[config.mk]
export PLATFORM = sky130hd
export DESIGN_NAME = fifo_with_edit_and_delete_unit
export DESIGN_NICKNAME = d
export VERILOG_FILES = /design/src/hw/rtl/fifoed_pkg.sv /design/src/hw/rtl/fifo_with_edit_and_delete_unit.sv /design/src/hw/rtl/fifoed_cell.sv
export SDC_FILE = /design/constraint.sdc
export NUM_CORES = 1
export LEC_CHECK = 0
export BUFFER_PORTS_ARGS = -buffer_cell sky130_fd_sc_hd__buf_2
export CAP_MARGIN = 20
export CORE_MARGIN = 3
export CORE_UTILIZATION = 48
export CTS_BUF_LIST = sky130_fd_sc_hd__clkbuf_8 sky130_fd_sc_hd__clkbuf_16
export DETAILED_ROUTE_END_ITERATION = 10
export PLACE_DENSITY = 0.75
export SYNTH_ARGS = -nofsm -noshare
export SYNTH_HDL_FRONTEND = slang
export SYNTH_SLANG_ARGS = --single-unit
[constraint.sdc]
create_clock -name clk -period 8.15 [get_ports clk]
set_clock_uncertainty 0.05 [all_clocks]
set_input_delay 0.815 -clock clk [delete_from_list [all_inputs] [get_ports clk]]
set_output_delay 0.815 -clock clk [all_outputs]
set_load 0.05 [all_outputs]
[src/hw/rtl/fifoed_pkg.sv]
// Shared types and codes for the editable FIFO.
// No dependencies; used by the cell row, the top level and the checker.
package fifoed_pkg;

  // Wide enough for any cell index or count up to the largest depth (256).
  localparam int IDX_W = 9;

  typedef enum logic [1:0] {
    OP_PUSH   = 2'd0,
    OP_POP    = 2'd1,
    OP_EDIT   = 2'd2,
    OP_DELETE = 2'd3
  } op_t;

  typedef enum logic [1:0] {
    ST_OK     = 2'd0,
    ST_EMPTY  = 2'd1,
    ST_FULL   = 2'd2,
    ST_BADPOS = 2'd3
  } status_t;

  // Broadcast to every cell in the row.
  typedef struct packed {
    logic             shift_en;   // cells at or above shift_from take their upper neighbour
    logic [IDX_W-1:0] shift_from;
    logic             wr_en;      // cell wr_idx loads the request word
    logic [IDX_W-1:0] wr_idx;
  } cell_cmd_t;

endpackage

[src/hw/rtl/fifo_with_edit_and_delete_unit.sv]
// Top level of the editable FIFO: request decode, entry count, result register
// and the row of fifoed_cell instances. Depends on fifoed_pkg and fifoed_cell.
//
//   channel | direction | fields                                  | handshake
//   in_     | input     | operation, position, payload            | in_valid / in_ready
//   out_    | output    | status, popped_word, occupancy          | out_valid / out_ready
//
// One request per cycle while no result is stalled; its result is registered and shows the cycle after.
// Every cell updates in the same cycle, so pop shifts the whole row and delete
// every cell from the position up at once; the count compare and the cell index compare set the path length.
// Reset (rst_n low, synchronous) empties the queue and drops a pending result.
// While a result waits, in_ready follows out_ready; a stalled result holds.
module fifo_with_edit_and_delete_unit
  import fifoed_pkg::*;
#(
  parameter int DEPTH        = 16,
  parameter int PAYLOAD_BITS = 64
) (
  input  logic        clk,
  input  logic        rst_n,
  input  logic        in_valid,
  output logic        in_ready,
  input  logic [1:0]  in_operation,
  input  logic [3:0]  in_position,
  input  logic [63:0] in_payload,
  output logic        out_valid,
  input  logic        out_ready,
  output logic [1:0]  out_status,
  output logic [63:0] out_popped_word,
  output logic [4:0]  out_occupancy
);

  localparam int CNT_W = $clog2(DEPTH + 1);

  logic [CNT_W-1:0] count_r, count_nxt;
  logic             out_valid_r;
  status_t          status_r, status_nxt;
  logic [63:0]      popped_r, popped_nxt;
  logic [4:0]       occ_r;

  logic                    accept;
  op_t                     op;
  logic [IDX_W-1:0]        pos_ext;
  logic [IDX_W-1:0]        cnt_ext;
  logic                    pos_ok;
  cell_cmd_t               cmd;
  logic [PAYLOAD_BITS-1:0] wr_word;
  logic [PAYLOAD_BITS-1:0] cell_word [DEPTH];

  assign in_ready = !out_valid_r || out_ready;
  assign accept   = in_valid && in_ready;
  assign op       = op_t'(in_operation);
  assign pos_ext  = IDX_W'(in_position);
  assign cnt_ext  = IDX_W'(count_r);
  assign pos_ok   = pos_ext < cnt_ext;
  assign wr_word  = in_payload[PAYLOAD_BITS-1:0];

  always_comb begin
    cmd        = '0;
    count_nxt  = count_r;
    status_nxt = ST_OK;
    popped_nxt = '0;
    unique case (op)
      OP_PUSH: begin
        if (count_r == CNT_W'(DEPTH)) begin
          status_nxt = ST_FULL;
        end else begin
          cmd.wr_en  = accept;
          cmd.wr_idx = cnt_ext;
          count_nxt  = count_r + 1'b1;
        end
      end
      OP_POP: begin
        if (count_r == '0) begin
          status_nxt = ST_EMPTY;
        end else begin
          popped_nxt     = 64'(cell_word[0]);
          cmd.shift_en   = accept;
          cmd.shift_from = '0;
          count_nxt      = count_r - 1'b1;
        end
      end
      OP_EDIT: begin
        if (!pos_ok) begin
          status_nxt = ST_BADPOS;
        end else begin
          cmd.wr_en  = accept;
          cmd.wr_idx = pos_ext;
        end
      end
      OP_DELETE: begin
        if (!pos_ok) begin
          status_nxt = ST_BADPOS;
        end else begin
          cmd.shift_en   = accept;
          cmd.shift_from = pos_ext;
          count_nxt      = count_r - 1'b1;
        end
      end
      default: ;
    endcase
  end

  for (genvar g = 0; g < DEPTH; g++) begin : g_cell
    logic [PAYLOAD_BITS-1:0] upper;
    if (g == DEPTH - 1) begin : g_top
      assign upper = '0;
    end else begin : g_mid
      assign upper = cell_word[g+1];
    end
    fifoed_cell #(
      .IDX          (g),
      .PAYLOAD_BITS (PAYLOAD_BITS)
    ) u_cell (
      .clk        (clk),
      .cmd        (cmd),
      .wr_word    (wr_word),
      .upper_word (upper),
      .word       (cell_word[g])
    );
  end

  always_ff @(posedge clk) begin
    if (!rst_n) begin
      count_r     <= '0;
      out_valid_r <= 1'b0;
    end else begin
      if (accept) begin
        count_r <= count_nxt;
      end
      if (accept) begin
        out_valid_r <= 1'b1;
      end else if (out_ready) begin
        out_valid_r <= 1'b0;
      end
    end
  end

  always_ff @(posedge clk) begin
    if (accept) begin
      status_r <= status_nxt;
      popped_r <= popped_nxt;
      occ_r    <= 5'(count_nxt);
    end
  end

  assign out_valid       = out_valid_r;
  assign out_status      = status_r;
  assign out_popped_word = popped_r;
  assign out_occupancy   = occ_r;

endmodule

[src/hw/rtl/fifoed_cell.sv]
// One storage cell of the queue row: holds a word, loads it, or takes its
// upper neighbour's word when the row closes a gap. Depends on fifoed_pkg.
module fifoed_cell
  import fifoed_pkg::*;
#(
  parameter int IDX          = 0,
  parameter int PAYLOAD_BITS = 64
) (
  input  logic                    clk,
  input  cell_cmd_t               cmd,
  input  logic [PAYLOAD_BITS-1:0] wr_word,
  input  logic [PAYLOAD_BITS-1:0] upper_word,
  output logic [PAYLOAD_BITS-1:0] word
);

  localparam logic [IDX_W-1:0] MY_IDX = IDX_W'(IDX);

  logic [PAYLOAD_BITS-1:0] data_r;
  logic [PAYLOAD_BITS-1:0] data_nxt;

  always_comb begin
    data_nxt = data_r;
    if (cmd.wr_en && (cmd.wr_idx == MY_IDX)) begin
      data_nxt = wr_word;
    end else if (cmd.shift_en && (MY_IDX >= cmd.shift_from)) begin
      data_nxt = upper_word;
    end
  end

  always_ff @(posedge clk) begin
    data_r <= data_nxt;
  end

  assign word = data_r;

endmodule

==> run_results.csv, run 1 <==
group,metric,value,unit
logic_synthesis,synth_ff_type,"edfxtp_1",
min_path,worstHoldStart,"in_valid",
sta,fmax,189,MHz
clocking,postCtsHoldBufs,0,
sta,rsz0062_at_grt,"false",
drt,wl_per_cell,22.4,um
place,port_buffers,146,
sta,setup_viol,0,
logic_synthesis,synth_xor_area_frac,0,
floorplanning,die_height,319,um
logic_synthesis,syn_area,47000,um^2
floorplanning,die_area,102000,um^2
clocking,ctsResizeCount,0,
grt,grt_first_pass_wirelength,141000,um
setup_path,critPathRequiredTime,8.41,ns
clocking,h-tree-depth,3,
drt,antenna_left,0,
setup_path,startpoint_type,"register",
final_layout,nets,2729,
logic_synthesis,yosys_warnings,0,
setup_path,r2r_start,"count_r[2]",
floorplanning,die_w,319,um
drt,dr_total_vias,22500,
pwr,irDropWorstVdd,0.159,mV
final_layout,area_growth,10.9,%
drt,drt_iter0_markers,1775,
sta,hold_viol,0,
final_layout,filler_cell_count,7431,
final_layout,design_area,52100,um^2
logic_synthesis,synthSimpleGateAreaFrac,0.0280,
logic_synthesis,ys_types,60,
logic_synthesis,synth_nets,2651,
logic_synthesis,postSynth.asyncResetShare,0,
logic_synthesis,avgSynthCellArea,18.3,um^2
grt,grt_max_degree,69,
min_path,min_path_type,"in2reg",
grt,grt_use_total,0.176,
drt,wl,90000,um
sta,slew_headroom,0.270,
drt,drc,0,
place,place_area,48700,um^2
sta,fin_crit_sh,0.649,
clocking,cts_tree,"done",
grt,grt_pass1_vias,23500,
clocking,clock-root-buffer,"clkbuf_16",
place,dpl.hpwl,53200,um
setup_path,critPathLaunch,"count_r[2]",
logic_synthesis,ys_seq_area_frac,0.702,
sta,drv_slew,0,
setup_path,cp_max_fo,69,
final_layout,final_util,0.538,
setup_path,cp-end-kind,"register",
setup_path,crit_arrival,5.55,ns
sta,min_period,5.29,ns
floorplanning,start_util,0.485,
logic_synthesis,synth-edff-count,1095,
pwr,p_per_area,235,nW/um^2
logic_synthesis,synth.area.mux_share,0.234,
grt,antenna_found_initial,6,
logic_synthesis,syn_inst,2570,
floorplanning,placementRows,114,
clocking,cts_inserted_buffers,106,
drt,routed_via_density,5.60,
clocking,clock_latency,0.69,ns
sta,setup_tns,0,ns
clocking,path_clk_slew,0.07,ns
floorplanning,boundaryPins,147,
clocking,clk_path_buf_depth,3,
pwr,p_leak,17.7,nW
setup_path,critPathKind,"reg2reg",
logic_synthesis,ys_seq_elements,1101,
logic_synthesis,synth_compound_area_frac,0.0101,
run,max_cap_violations,0,
grt,gr-total-overflow,0,
drt,firstDrtPassIters,7,
logic_synthesis,synth_top_family_by_area,"multiplexers",
sta,tightest_slew,1.10,ns
clocking,cts.sinks,1101,
logic_synthesis,synth_fa_ha_area_frac,0.00186,
place,place_congestion,0.792,
floorplanning,core_area,97000,um^2
final_layout,drive_gt1_frac,0.349,
status,outcome,"complete, no violations",
clocking,post-cts-setup-buffers,0,
[registers in the layout (all words and copies together), names as in the netlist]
register and count:
g_cell.u_cell.word 1024, out_popped_word 64, count_r 5, out_occupancy 5, out_status 2, out_valid 1
[metrics by stage]
| stage | power [mW] | setup WS (ns) | hold WS [ns] | std cells |
|---|---|---|---|---|
| floorplan | 7.42 | 0.117 | 0.447 | 2570 |
| global placement | 7.64 | 2.10 | 0.450 | 3813 |
| detailed placement | 7.67 | 1.98 | 0.452 | 3813 |
| CTS | 12.4 | 2.59 | 0.300 | 4007 |
| global route | 12.7 | 2.48 | 0.313 | 4013 |
| finish | 12.3 | 2.86 | 0.346 | 4014 |
[worst max-delay path, stage by stage (launching register included)]
cell and delay [ns]:
dfxtp_1 0.57, inv_1 0.09, ha_1 0.31, a21oi_1 0.27, o21ai_2 0.18, o211ai_2 0.41
and4bb_4 0.94, nand2_4 0.78, o21ai_4 0.68, buf_4 0.57
[power by group]
part	leakage (nW)	total, mW	switching [mW]	internal [mW]
registers	10.1	6.72	0.0844	6.63
clock network	1.72	4.71	2.08	2.63
logic	5.96	0.838	0.574	0.264
total	17.7	12.3	2.74	9.53
[final timing paths]
check                                            endpoint  slack [ns]  cells after the start
worst max-delay path            g_cell[3].u_cell.word[47]        2.86                      9
worst min-delay path                            out_valid        0.35                      3
worst max register to register  g_cell[3].u_cell.word[47]        2.86                      9
worst min register to register        out_popped_word[53]        0.45                      1
[cell type report]
type | count | area, um^2 | area share
sequential | 1101 | 33000 | 0.633
multi-input combinational | 1257 | 13200 | 0.253
clock buffer | 106 | 2650 | 0.0509
tap | 1276 | 1600 | 0.0306
timing repair buffer | 170 | 956 | 0.0183
clock inverter | 88 | 709 | 0.0136
inverter | 12 | 47.5 | 0.000912
antenna | 4 | 10.0 | 0.000192
[Yosys cell counts (all sizes together), types with 3 or more instances]
cell / count / area [um^2]
a31oi: 4 / 25.0
and3: 66 / 413
a21oi: 14 / 70.1
buf: 111 / 747
nand2: 23 / 86.3
dfxtp: 6 / 120
mux2: 961 / 11000
o21a: 4 / 30.0
nand2b: 5 / 33.8
nand4: 3 / 18.8
and2: 69 / 434
nor4b: 3 / 38.8
nor2: 21 / 78.8
o21ai: 22 / 118
ha: 7 / 87.6
inv: 12 / 45.0
clkbuf: 89 / 334
o211ai: 5 / 42.5
nand3: 10 / 50.1
edfxtp: 1095 / 32900
o21bai: 3 / 33.8
nor2b: 5 / 38.8
a32oi: 3 / 26.3
[kinds of logic (layout without fill, tap and decap cells)]
logic type	count (synthesis)	in the layout
other	0	4
muxes	963	963
adders and majority gates	7	7
and+or+nand+nor	219	219
AOI/OAI and AO/OA	68	68
DFF	1101	1101
buffers and inverters	212	376
[metal layers]
layer,GRT usage,wire (um),vias to the layer above
li1,-,-,10200
met1,0.246,40700,11600
met2,0.287,43100,538
met3,0.0300,4250,133
met4,0.0504,1880,4
met5,0,27,-
[cell usage in the layout (no fill, tap or decap), types with 3 or more instances in the layout]
cell and instances:
clkinv_4 5, a31oi_1 4, and2_4 4, and2_1 65
nand2_4 10, diode_2 4, and3_1 64, o211ai_1 4
nor2_1 21, clkbuf_16 106, o21bai_4 3, a32oi_1 3
nand2_1 13, mux2_4 49, nand3_1 10, clkinv_1 22
clkinvlp_4 6, clkinv_8 4, buf_4 21, nand2b_1 3
inv_1 35, dfxtp_1 6, edfxtp_1 1095, mux2_1 372
o21ai_0 6, bufinv_16 8, o21a_1 4, mux2_2 540
clkinv_2 15, nor2b_1 4, nand4_1 3, o21ai_4 12
a21oi_1 14, ha_1 7, buf_2 146
Power figures use the tool's default switching activity.
==> inputs of run 2 (changes only) <==
==> constraint.sdc (replaced) <==
create_clock -name clk -period 5.3 [get_ports clk]
set_clock_uncertainty 0.05 [all_clocks]
set_input_delay 0.53 -clock clk [delete_from_list [all_inputs] [get_ports clk]]
set_output_delay 0.53 -clock clk [all_outputs]
set_load 0.05 [all_outputs]
==> run 2 against run 1 <==
Register-to-register slack lost 2.0 ns. Clock-buffer cell count rose by 3. Clock power increased by 64%. Die area is the same. First-iteration DRC count is 2.3% lower. Sequential share of layout area shrank 0.68 points. Utilization is 0.58 points higher. Routed wire length is 2.1% higher. Hold slack worse by 0.28 ns. Sequential cell count did not move. Critical path type unchanged. Largest power group unchanged.
==> run_results.csv, run 2 (synthesis results as in run 1) <==
group,metric,value,unit
drt,drt_iter0_markers,1734,
sta,min_period,4.40,ns
grt,gr-total-overflow,0,
drt,routed_via_density,5.69,
final_layout,largest_register_ff_count,1024,
setup_path,crit_buf_inv,3,
place,place_area,49100,um^2
floorplanning,boundaryPins,147,
clocking,ctsResizeCount,0,
grt,grt_pass1_vias,24400,
setup_path,critPathKind,"reg2reg",
sta,setup_tns,0,ns
clocking,postCtsHoldBufs,0,
final_layout,design_area,52700,um^2
floorplanning,start_util,0.485,
final_layout,area_growth,12.1,%
clocking,post-cts-setup-buffers,0,
final_layout,final_util,0.543,
min_path,worstHoldStart,"in_valid",
setup_path,reg2regPathDepth,10,
grt,antenna_found_initial,3,
drt,wl,91900,um
setup_path,critPathMaxStageDelay,0.60,ns
pwr,p_total,19.4,mW
clocking,clock-root-buffer,"clkbuf_16",
clocking,cts_tree,"done",
setup_path,critPathTopFamily,"compound AO/OA/AOI/OAI gates",
sta,tightest_slew,1.08,ns
grt,grt_use_total,0.181,
pwr,p_per_area,368,nW/um^2
setup_path,reg2reg_slack,0.90,ns
sta,fin_crit_sh,0.831,
sta,setup_viol,0,
sta,hold_viol,0,
min_path,whs_path_depth,3,
place,dpl.hpwl,53500,um
drt,firstDrtPassIters,7,
setup_path,critPathSlowestCell,"dfxtp_1",
setup_path,cp-end-kind,"register",
sta,rsz0062_at_grt,"false",
status,outcome,"complete, no violations",
clocking,path_clk_slew,0.07,ns
clocking,cts_inserted_buffers,107,
run,max_cap_violations,0,
setup_path,cp_common_cell,"buf_4",
place,place_congestion,0.838,
setup_path,crit_path_cell_trace,"inv_1 > ha_1 > a21oi_1 > o21ai_2 > o211ai_2 > and4bb_4 > buf_4 > and2_4 > o21bai_4 > buf_4",
floorplanning,die_height,319,um
grt,grt_first_pass_wirelength,145000,um
grt,grt_max_degree,67,
final_layout,layout_common_cells,"edfxtp_1 (1095), mux2_2 (540), mux2_1 (372)",
clocking,clock_latency,0.67,ns
clocking,cts.sinks,1101,
setup_path,cp_max_fo,66,
drt,wl_per_cell,22.7,um
setup_path,crit_arrival,4.67,ns
setup_path,startpoint_type,"register",
pwr,irDropWorstVdd,0.241,mV
final_layout,drive_gt1_frac,0.360,
clocking,h-tree-depth,3,
final_layout,nets,2754,
floorplanning,die_w,319,um
sta,fmax,227,MHz
setup_path,critPathLaunch,"count_r[2]",
floorplanning,core_area,97000,um^2
min_path,hold_end,"out_valid",
min_path,min_path_type,"in2reg",
clocking,clk_path_buf_depth,3,
sta,drv_slew,0,
drt,dr_total_vias,23000,
sta,slew_headroom,0.278,
drt,antenna_left,0,
drt,drc,0,
pwr,p_leak,18.0,nW
final_layout,final_common_cell,"edfxtp_1",
place,port_buffers,146,
floorplanning,placementRows,114,
setup_path,r2r_start,"count_r[2]",
setup_path,rr_endpoint,"g_cell[11].u_cell.word[48]",
setup_path,critPathRequiredTime,5.57,ns
floorplanning,die_area,102000,um^2
## run 2: changes by cell type in the layout (fill, tap and decap cells not counted), sizes merged, moves of 3 or more
cell	before	now
clkinv	47	57
clkinvlp	6	2
clkbuf	106	109
bufinv	8	15
buf	170	194
inv	39	29
## run 2: layout make-up
cell class,instances,area [um^2]
clock inverters,91,837
clock buffers,109,2730
flip-flops and latches,1101,33000
fillers,7362,44300
inverters,12,47.5
multi-input cells,1257,13200
repair buffers,194,1330
diodes,2,5.00
well taps,1276,1600
## run 2: power breakdown
group	switching (mW)	leakage (nW)	total, mW	internal, mW
clock network	3.24	1.81	7.71	4.47
registers	0.124	10.1	10.3	10.2
logic	0.908	6.13	1.35	0.440
total	4.27	18.0	19.4	15.1
## run 2: how the worst max path moves through the flow
stage | to | slack, ns | depth (start not counted)
finish | g_cell[11].u_cell.word[48] | 0.90 | 10
global route | g_cell[8].u_cell.word[42] | 0.69 | 9
CTS | g_cell[8].u_cell.word[42] | 1.01 | 9
detailed placement | g_cell[11].u_cell.word[50] | 0.98 | 10
global placement | g_cell[11].u_cell.word[49] | 1.08 | 10
floorplan | g_cell[14].u_cell.word[0] | -0.92 | 6
## run 2: through the flow
step                      std cells  hold slack [ns]  worst slack [ns]
after detailed placement       3837            0.455             0.978
after global placement         3835            0.453              1.08
after CTS                      4037           0.0220              1.01
after global routing           4041           0.0365             0.691
after floorplan                2570            0.447            -0.916
final                          4042           0.0609             0.896
## run 2: layer usage
layer / share of wire / wire length [um] / track usage
met1: 0.42 / 38900 / 0.234
met2: 0.50 / 46300 / 0.318
met3: 0.048 / 4380 / 0.0280
met4: 0.024 / 2190 / 0.0486
met5: 0 / 0 / 0
## run 2: worst reg2reg max path: cells and delay by family (launching register included)
family                     cells  cell delay (ns)
adders and majority gates      1             0.33
and+or+nand+nor                2             0.64
buffers and inverters          3             1.15
DFF                            1             0.60
AOI/OAI and AO/OA              4             1.26
